## src/hdl/salc_pkg.sv

```systemverilog
// Shared types and constants of the set-associative LRU cache model.
// Used by salc_ctrl, salc_dpath and set_assoc_lru_cache_model_unit.
// No dependencies.
`timescale 1ns / 1ps
`default_nettype none

package salc_pkg;

  localparam int MAX_SET_BITS_DEF = 6;
  localparam int WAYS_DEF         = 8;
  localparam int ADDR_WIDTH_DEF   = 48;
  localparam int COUNT_WIDTH_DEF  = 32;

  localparam int OPCODE_W   = 2;
  localparam int CFG_IDX_W  = 2;
  localparam int CFG_DATA_W = 5;

  localparam logic [OPCODE_W-1:0] OP_LOAD   = 2'd0;
  localparam logic [OPCODE_W-1:0] OP_STORE  = 2'd1;
  localparam logic [OPCODE_W-1:0] OP_MODIFY = 2'd2;
  localparam logic [OPCODE_W-1:0] OP_IFETCH = 2'd3;

  localparam logic [CFG_IDX_W-1:0] CFG_SET_BITS    = 2'd0;
  localparam logic [CFG_IDX_W-1:0] CFG_WAYS_USED   = 2'd1;
  localparam logic [CFG_IDX_W-1:0] CFG_OFFSET_BITS = 2'd2;

  localparam logic [2:0] SET_BITS_RST    = 3'd4;
  localparam logic [3:0] WAYS_USED_RST   = 4'd1;
  localparam logic [4:0] OFFSET_BITS_RST = 5'd4;

  typedef struct packed {
    logic accept;
    logic commit;
    logic clr_step;
  } salc_cmd_t;

  typedef struct packed {
    logic in_fetch;
    logic out_busy;
    logic clr_last;
  } salc_stat_t;

endpackage

`default_nettype wire

```

## src/hdl/salc_ctrl.sv

```systemverilog
// Controller state machine of the cache model: reset clearing sweep,
// request acceptance and lookup sequencing. Depends on salc_pkg.
`timescale 1ns / 1ps
`default_nettype none

module salc_ctrl (
  input  wire                  clk,
  input  wire                  rst_n,
  input  wire                  in_valid,
  output logic                 in_ready,
  input  salc_pkg::salc_stat_t stat,
  output salc_pkg::salc_cmd_t  cmd
);
  import salc_pkg::*;

  typedef enum logic [2:0] {
    ST_CLEAR = 3'b001,
    ST_IDLE  = 3'b010,
    ST_LOOK  = 3'b100
  } state_t;

  state_t state_r, state_nxt;

  always_ff @(posedge clk) begin
    if (!rst_n) begin
      state_r <= ST_CLEAR;
    end else begin
      state_r <= state_nxt;
    end
  end

  always_comb begin
    state_nxt    = state_r;
    in_ready     = 1'b0;
    cmd.accept   = 1'b0;
    cmd.commit   = 1'b0;
    cmd.clr_step = 1'b0;
    case (state_r)
      ST_CLEAR: begin
        cmd.clr_step = 1'b1;
        if (stat.clr_last) begin
          state_nxt = ST_IDLE;
        end
      end
      ST_IDLE: begin
        in_ready   = 1'b1;
        cmd.accept = in_valid;
        if (in_valid && !stat.in_fetch) begin
          state_nxt = ST_LOOK;
        end
      end
      ST_LOOK: begin
        if (!stat.out_busy) begin
          cmd.commit = 1'b1;
          state_nxt  = ST_IDLE;
        end
      end
      default: begin
        state_nxt = ST_CLEAR;
      end
    endcase
  end

  a_accept_to_look: assert property (@(posedge clk) disable iff (!rst_n)
    (in_valid && in_ready && !stat.in_fetch) |=> (state_r == ST_LOOK))
    else $error("accepted request did not enter lookup");

  a_commit_free: assert property (@(posedge clk) disable iff (!rst_n)
    cmd.commit |-> (!stat.out_busy && !in_ready))
    else $error("commit while result register is held");

endmodule

`default_nettype wire

```

## config.mk

```make
export PLATFORM = sky130hd
export DESIGN_NAME = salc_ctrl
export DESIGN_NICKNAME = d
export VERILOG_FILES = /design/src/hdl/salc_pkg.sv /design/src/hdl/salc_ctrl.sv
export SDC_FILE = /design/constraint.sdc
export NUM_CORES = 1
export LEC_CHECK = 0
export BUFFER_PORTS_ARGS = -buffer_cell sky130_fd_sc_hd__buf_4
export CAP_MARGIN = 15
export CORE_AREA = 2 2 39 41
export DETAILED_ROUTE_END_ITERATION = 6
export DIE_AREA = 0 0 41 43
export HOLD_SLACK_MARGIN = 0.12
export PLACE_DENSITY_LB_ADDON = 0.12
export SETUP_SLACK_MARGIN = 0.1
export SLEW_MARGIN = 20
export SYNTH_ARGS = -nofsm -noshare
export SYNTH_HDL_FRONTEND = slang
export SYNTH_SLANG_ARGS = --single-unit
```

## constraint.sdc

```tcl
create_clock -name clk -period 3 [get_ports clk]
set_input_delay 0.3 -clock clk [delete_from_list [all_inputs] [get_ports clk]]
set_output_delay 0.3 -clock clk [all_outputs]
set_load 0.02 [all_outputs]
```

# == After elaboration in Yosys (flattened, before gate mapping) ==
# Index checks and enable logic that the tools add are counted.
# word_totals
ff_bits,3
latchBits,0
ramBits,0
romBits,0
in_bits,6
output_inout_bits,4
elab_cells,19
mem_count,0
# op_classes
n_addsub,0
mul,0
n_div,0
order_cmp,0
eq_ne,6
shifts,0
n_mux,9
bitwise_logic,0
reduce_logical,3
# op_table
operator,n
3-bit two-way mux,3
3-bit case mux with 3 select lines,1
"2-bit != test, second input constant",3
1-bit two-way mux,5
"3-bit by 1-bit == test with 1-bit output, second input constant",1
"3-bit by 2-bit == test with 1-bit output, second input constant",1
"3-bit == test, second input constant",1
3-bit AND reduction,1
1-bit logical AND,1
1-bit logical NOT,1

# == Logic depth before layout (Yosys ltp) ==
# Gate-level depths: netlist of the first run.
# depth
depth_word,4
mapped_depth,3
mapped_depth_nobuf,3

# == Worst setup path before layout of the first run ==
# Ideal clock, no wire load.
# synth_path
kind,reg-to-output
from,reg state_r[1]
to,out cmd[1] in the netlist's numbering
arrival_time_ns,1.014
t_required_ns,2.700
slack_ns,1.686
stages_incl_launch_ff,3
n_path_buf,0
cell_sequence,dfxtp_1 -> nand2b_1 -> nor3_1
# synth_rtl
item,line_no,source
"start, declared",salc_ctrl.sv:22,"state_t state_r, state_nxt;"
"start signal, assigned",salc_ctrl.sv:28,state_r <= state_nxt;
"end, declared",salc_ctrl.sv:12,output salc_pkg::salc_cmd_t cmd

==> impl_metrics.py, run 1 <==
metrics = {
    "synth": {
        "ys_warn_count": 0,
        "syn-cell-area_sq_um": 172.7,
        "synthCells": 19,
        "avgSynthCellArea_sq_um": 9.088,
        "synth_fp_nets": 25,
        "yosysUniqueCellTypes": 13,
        "ys_seq_elements": 3,
        "seq_area_frac_synth_pct": 34.78,
    },
    "run": {
        "drv_cap": 0,
    },
    "routing": {
        "totalWireLength_microns": 426,
        "first_pass_iters": 2,
        "route.detailed.drc": 0,
        "ant_nets": 0,
        "num_vias": 183,
        "routedWlPerCell_microns": 8.875,
        "routed_via_density": 3.813,
        "dr.first_iter.drc_count": 1,
    },
    "timing": {
        "tightest_slew_ns": 0.2422,
        "drv_slew": 0,
        "rsz0062_at_grt": "no",
        "finalSetupViolCount": 0,
        "skew_ns": 0.001600,
        "timing_hold_violations_final": 0,
        "fin_tns_setup_ns": 0,
        "fmax_mhz": 681.7,
        "max_slew_margin_pct": 83.73,
        "period_share_pct": 48.90,
        "fin_crit_ns": 1.467,
    },
    "critical_path": {
        "crit_path_start_kind": "flip-flop",
        "crit_chain": "nand2b_1, nor3_1, buf_4",
        "cp_top_family": "simple AND/OR/NAND/NOR gates",
        "cp-end-kind": "output port",
        "critPathMaxStageDelay_ns": 0.34,
        "crit_buf_inv": 1,
        "cp.arrival_ns": 1.17,
        "crit_required_ns": 2.70,
        "slowest_stage": "dfxtp_1",
        "cp_max_fo": 3,
        "crit_type": "flip-flop to output port",
    },
    "grt": {
        "grt_pass1_vias": 200,
        "grt_first_pass_wirelength_microns": 752,
        "grt_start_max_net_pins": 8,
        "gr-total-overflow": 0,
        "track_usage_pct": 7.337,
        "antenna_found_initial": 0,
    },
    "cts": {
        "numCtsBuffers": 3,
        "cts_tree": "yes",
        "clock_path_buffers": 2,
        "numClockSinks": 3,
        "cts_setup_buffers": 0,
        "cts_root_buffer": "clkbuf_4",
        "cts-hold-fix-buffers": 0,
        "htreeDepth": 1,
        "clk_pin_slew_ns": 0.04,
        "cts-resized-gates": 0,
        "insertion_delay_ns": 0.23,
    },
    "layout": {
        "n_antenna_cell": 0,
        "synthToLayoutAreaGrowth_pct": 65.94,
        "reg_top3": "state_r (3)",
        "fillers": 162,
        "final_util_pct": 20.71,
        "nNetsFinal": 39,
        "largest_reg_flops": 3,
        "largest_register": "state_r",
        "layout-drive-gt1-share_pct": 46.88,
        "stdcell_count": 48,
    },
    "floorplanning": {
        "die_area_sq_mm": 0.001763,
        "ioPinCount": 10,
        "die_y_microns": 43,
        "core_area_sq_mm": 0.001384,
        "rows": 14,
        "die_w_microns": 41,
        "start_util_pct": 12.48,
    },
    "power": {
        "vdd_drop_max_mv": 0.1304,
        "p_leak_nw": 0.1178,
        "power_density_mw_per_mm2": 476.6,
    },
    "placement": {
        "io_buffers": 9,
        "dp_hpwl_microns": 343.1,
        "place.gp.congestion": 0.5911,
        "place_inst": 44,
    },
    "status": {
        "run_status": "finished clean",
    },
    "min_path": {
        "hold_class": "primary input to flip-flop",
    },
}
metal layers:
metal / GRT usage, % / vias up / routed length, microns
met4: 6.000 / 0 / 0
met1: 5.484 / 83 / 154
met2: 10.00 / 6 / 219
met3: 7.853 / 0 / 53
met5: 0 / - / 0
li1: - / 94 / -
through the flow:
step / cell area, sq um / hold slack (ns) / setup WS [ns] / total power [mW]
finish: 286.5 / 0.2636 / 1.533 / 0.1366
global route: 286.5 / 0.2670 / 1.465 / 0.1497
CTS: 286.5 / 0.2525 / 1.513 / 0.1416
detailed placement: 260.3 / 0.4998 / 1.779 / 0.06836
global placement: 260.3 / 0.5042 / 1.746 / 0.06840
floorplan: 172.7 / 0.3800 / 1.686 / 0.05734
worst paths after layout:
kind	startpoint	to	slack (ns)	depth (start not counted)
setup / recovery	state_r[1]	cmd[1]	1.53	3
hold / removal	rst_n	state_r[0]	0.26	2
setup reg to reg	state_r[0]	state_r[1]	1.93	3
hold reg to reg	state_r[0]	state_r[2]	0.56	1
layout by cell type (no fill, tap or decap):
master | Yosys | routed
buf_4 | 0 | 9
nor3_1 | 3 | 3
clkbuf_4 | 0 | 3
dfxtp_1 | 3 | 3
nor3b_2 | 2 | 2
inv_1 | 2 | 2
nand2b_4 | 1 | 1
nor2_1 | 1 | 1
nand2b_1 | 1 | 1
o32a_1 | 1 | 1
nor2b_1 | 1 | 1
and2_1 | 1 | 1
o31a_1 | 1 | 1
a21oi_1 | 1 | 1
o21ai_1 | 1 | 1
clkbuf_1 | 0 | 1
synth_stat cells (all sizes together):
cell    count  share of area (%)
dfxtp       3                 35
nor3        3                8.7
inv         2                4.3
nand2b      2                 12
nor3b       2                 14
a21oi       1                2.9
and2        1                3.6
nor2        1                2.2
nor2b       1                3.6
o21ai       1                2.9
o31a        1                5.1
o32a        1                5.8
logic make-up after synthesis:
family / share of synthesized area (%)
AND/OR/NAND/NOR: 44.20
AO/OA/AOI/OAI: 16.66
buffers and inverters: 4.349
flip-flops: 34.78
area by class of cell:
cell class | instances | area (sq um) | share of cell area, %
Inverter | 2 | 7.507 | 2.620
Sequential cell | 3 | 60.06 | 20.96
Clock buffer | 4 | 26.28 | 9.170
Timing Repair Buffer | 9 | 67.56 | 23.58
Multi-Input combinational cell | 14 | 105.1 | 36.68
Tap cell | 16 | 20.02 | 6.987
power breakdown:
group	total [mW]	switching, mW	internal (mW)
logic	0.0219	0.00951	0.0124
registers	0.0456	0.00332	0.0423
clock network	0.0691	0.0194	0.0497
total	0.137	0.0322	0.104
(Power assumes the default switching activity.)
==> run 2, diff against run 1 <==
==> constraint.sdc (replaced) <==
create_clock -name clk -period 1.5 [get_ports clk]
set_input_delay 0.15 -clock clk [delete_from_list [all_inputs] [get_ports clk]]
set_output_delay 0.15 -clock clk [all_outputs]
set_load 0.02 [all_outputs]
==> run 2 against run 1 <==
Clock power increased by 100%; critical path depth unchanged; flip-flop and latch count did not move; global-route usage is 0.72 points lower; sequential share of layout area is 1.0 points lower; core utilization up 1.1 points; wire length up 6.3%; largest cell class unchanged.
==> impl_metrics.py, run 2 (synthesis results as in run 1) <==
metrics = {
    "cts": {
        "cts_root_buffer": "clkbuf_4",
        "cts_setup_buffers": 0,
        "clock_path_buffers": 2,
        "numCtsBuffers": 3,
        "cts_tree": "yes",
        "insertion_delay_ns": 0.23,
        "clk_pin_slew_ns": 0.04,
        "numClockSinks": 3,
        "htreeDepth": 1,
    },
    "timing": {
        "finalSetupViolCount": 0,
        "timing_hold_violations_final": 0,
        "fmax_mhz": 794.8,
        "fin_tns_setup_ns": 0,
        "max_slew_margin_pct": 82.86,
        "drv_slew": 0,
        "whs_ns": 0.2541,
        "rsz0062_at_grt": "no",
        "period_share_pct": 83.88,
        "skew_ns": 0.0009408,
        "fin_crit_ns": 1.258,
        "tightest_slew_ns": 0.2567,
    },
    "layout": {
        "synthToLayoutAreaGrowth_pct": 74.64,
        "largest_register": "state_r",
        "final_cell_mix": "buf_4 (9), clkbuf_4 (3), dfxtp_1 (3)",
        "final_util_pct": 21.79,
        "fillers": 164,
        "largest_reg_flops": 3,
        "nNetsFinal": 40,
        "post-route-cell-area_sq_um": 301.5,
        "layout-drive-gt1-share_pct": 48.48,
        "mostFrequentLayoutCell": "buf_4",
        "reg_top3": "state_r (3)",
        "n_antenna_cell": 0,
    },
    "power": {
        "p_sw_share_pct": 24.33,
        "power.share.sequential_pct": 32.9,
        "p_leak_nw": 0.1224,
        "combPwrFrac_pct": 16.6,
        "p_sw_uw": 67.71,
        "vdd_drop_max_mv": 0.2882,
        "p_total_uw": 278.3,
        "power_density_mw_per_mm2": 923.0,
        "p_clk_share_pct": 50.6,
        "internal-power_uw": 210.6,
    },
    "run": {
        "drv_cap": 0,
    },
    "grt": {
        "antenna_found_initial": 0,
        "grt_first_pass_wirelength_microns": 717,
        "track_usage_pct": 6.620,
        "use_met3_pct": 3.141,
        "gr-usage-met1_pct": 6.410,
        "grt_use_met2_pct": 9.688,
        "grt_start_max_net_pins": 8,
        "top_usage_layer": "met2",
        "gr-total-overflow": 0,
        "grt_pass1_vias": 189,
    },
    "floorplanning": {
        "core_area_sq_mm": 0.001384,
        "rows": 14,
        "ioPinCount": 10,
        "die_area_sq_mm": 0.001763,
        "die_w_microns": 41,
        "start_util_pct": 12.48,
        "die_y_microns": 43,
    },
    "routing": {
        "first_pass_iters": 1,
        "totalWireLength_microns": 453,
        "route.detailed.drc": 0,
        "num_vias": 183,
        "ant_nets": 0,
        "routed_via_density": 3.735,
        "dr.first_iter.drc_count": 0,
        "routedWlPerCell_microns": 9.245,
    },
    "placement": {
        "io_buffers": 9,
        "postPlaceCellArea_sq_um": 260.3,
        "dp_hpwl_microns": 362.2,
        "place.gp.congestion": 0.6536,
    },
    "critical_path": {
        "cp_max_fo": 3,
        "cp.arrival_ns": 1.11,
        "crit_type": "flip-flop to output port",
        "crit_path_start_kind": "flip-flop",
        "cp-end-kind": "output port",
        "crit_required_ns": 1.35,
    },
    "min_path": {
        "hold_class": "primary input to flip-flop",
    },
    "status": {
        "run_status": "finished clean",
    },
}
==> run 2: cell count changes in the layout (fill, tap and decap cells not counted) <==
cell,delta
dlygate4sd3_1,+1
nor3_1,-1
nor3_2,+1
==> run 2: final timing paths <==
check | start | to | slack (ns) | cells after the start
min | stat[0] | state_r[0] | 0.25 | 3
min reg2reg | state_r[0] | state_r[2] | 0.59 | 1
max reg2reg | state_r[0] | state_r[1] | 0.41 | 3
max | state_r[1] | cmd[1] | 0.24 | 3
==> run 2: repair_timing <==
action                     CTS  global route
hold endpoints to repair     1             0
setup endpoints to repair    0             1
resized for setup            0             1
hold buffers                 1             0
==> run 2: power by group through the flow <==
| stage | combinational, mW | sequential, mW | clock (mW) |
|---|---|---|---|
| detailed placement | 0.0447 | 0.0925 | 0 |
| global route | 0.0509 | 0.0921 | 0.163 |
| CTS | 0.0469 | 0.0912 | 0.150 |
| global placement | 0.0442 | 0.0927 | 0 |
| finish | 0.0461 | 0.0915 | 0.141 |
| floorplan | 0.0238 | 0.0909 | 0 |
==> run 2: area by class of cell <==
cell class / instances / area [sq um] / area share (%)
tap: 16 / 20.02 / 6.639
timing repair buffer: 10 / 77.57 / 25.73
sequential: 3 / 60.06 / 19.92
multi-input combinational: 14 / 110.1 / 36.51
clock buffer: 4 / 26.28 / 8.714
inverter: 2 / 7.507 / 2.490
==> run 2: worst max-delay path: stages (launching register included) <==
cell      delay (ns)
dfxtp_1         0.34
nand2b_1        0.20
nor3_2          0.16
buf_4           0.17
==> run 2: routing by layer <==
metal,vias up,routed length [microns]
li1,94,-
met1,79,170
met2,8,213
met3,2,53
met4,0,16
met5,-,0
==> run 2: stage by stage <==
step | setup WS [ns] | instances
6_report | 0.2418 | 49
5_1_grt | 0.1685 | 49
4_1_cts | 0.1421 | 49
3_5_place_dp | 0.3992 | 44
3_3_place_gp | 0.3978 | 44
2_1_floorplan | 0.2077 | 19
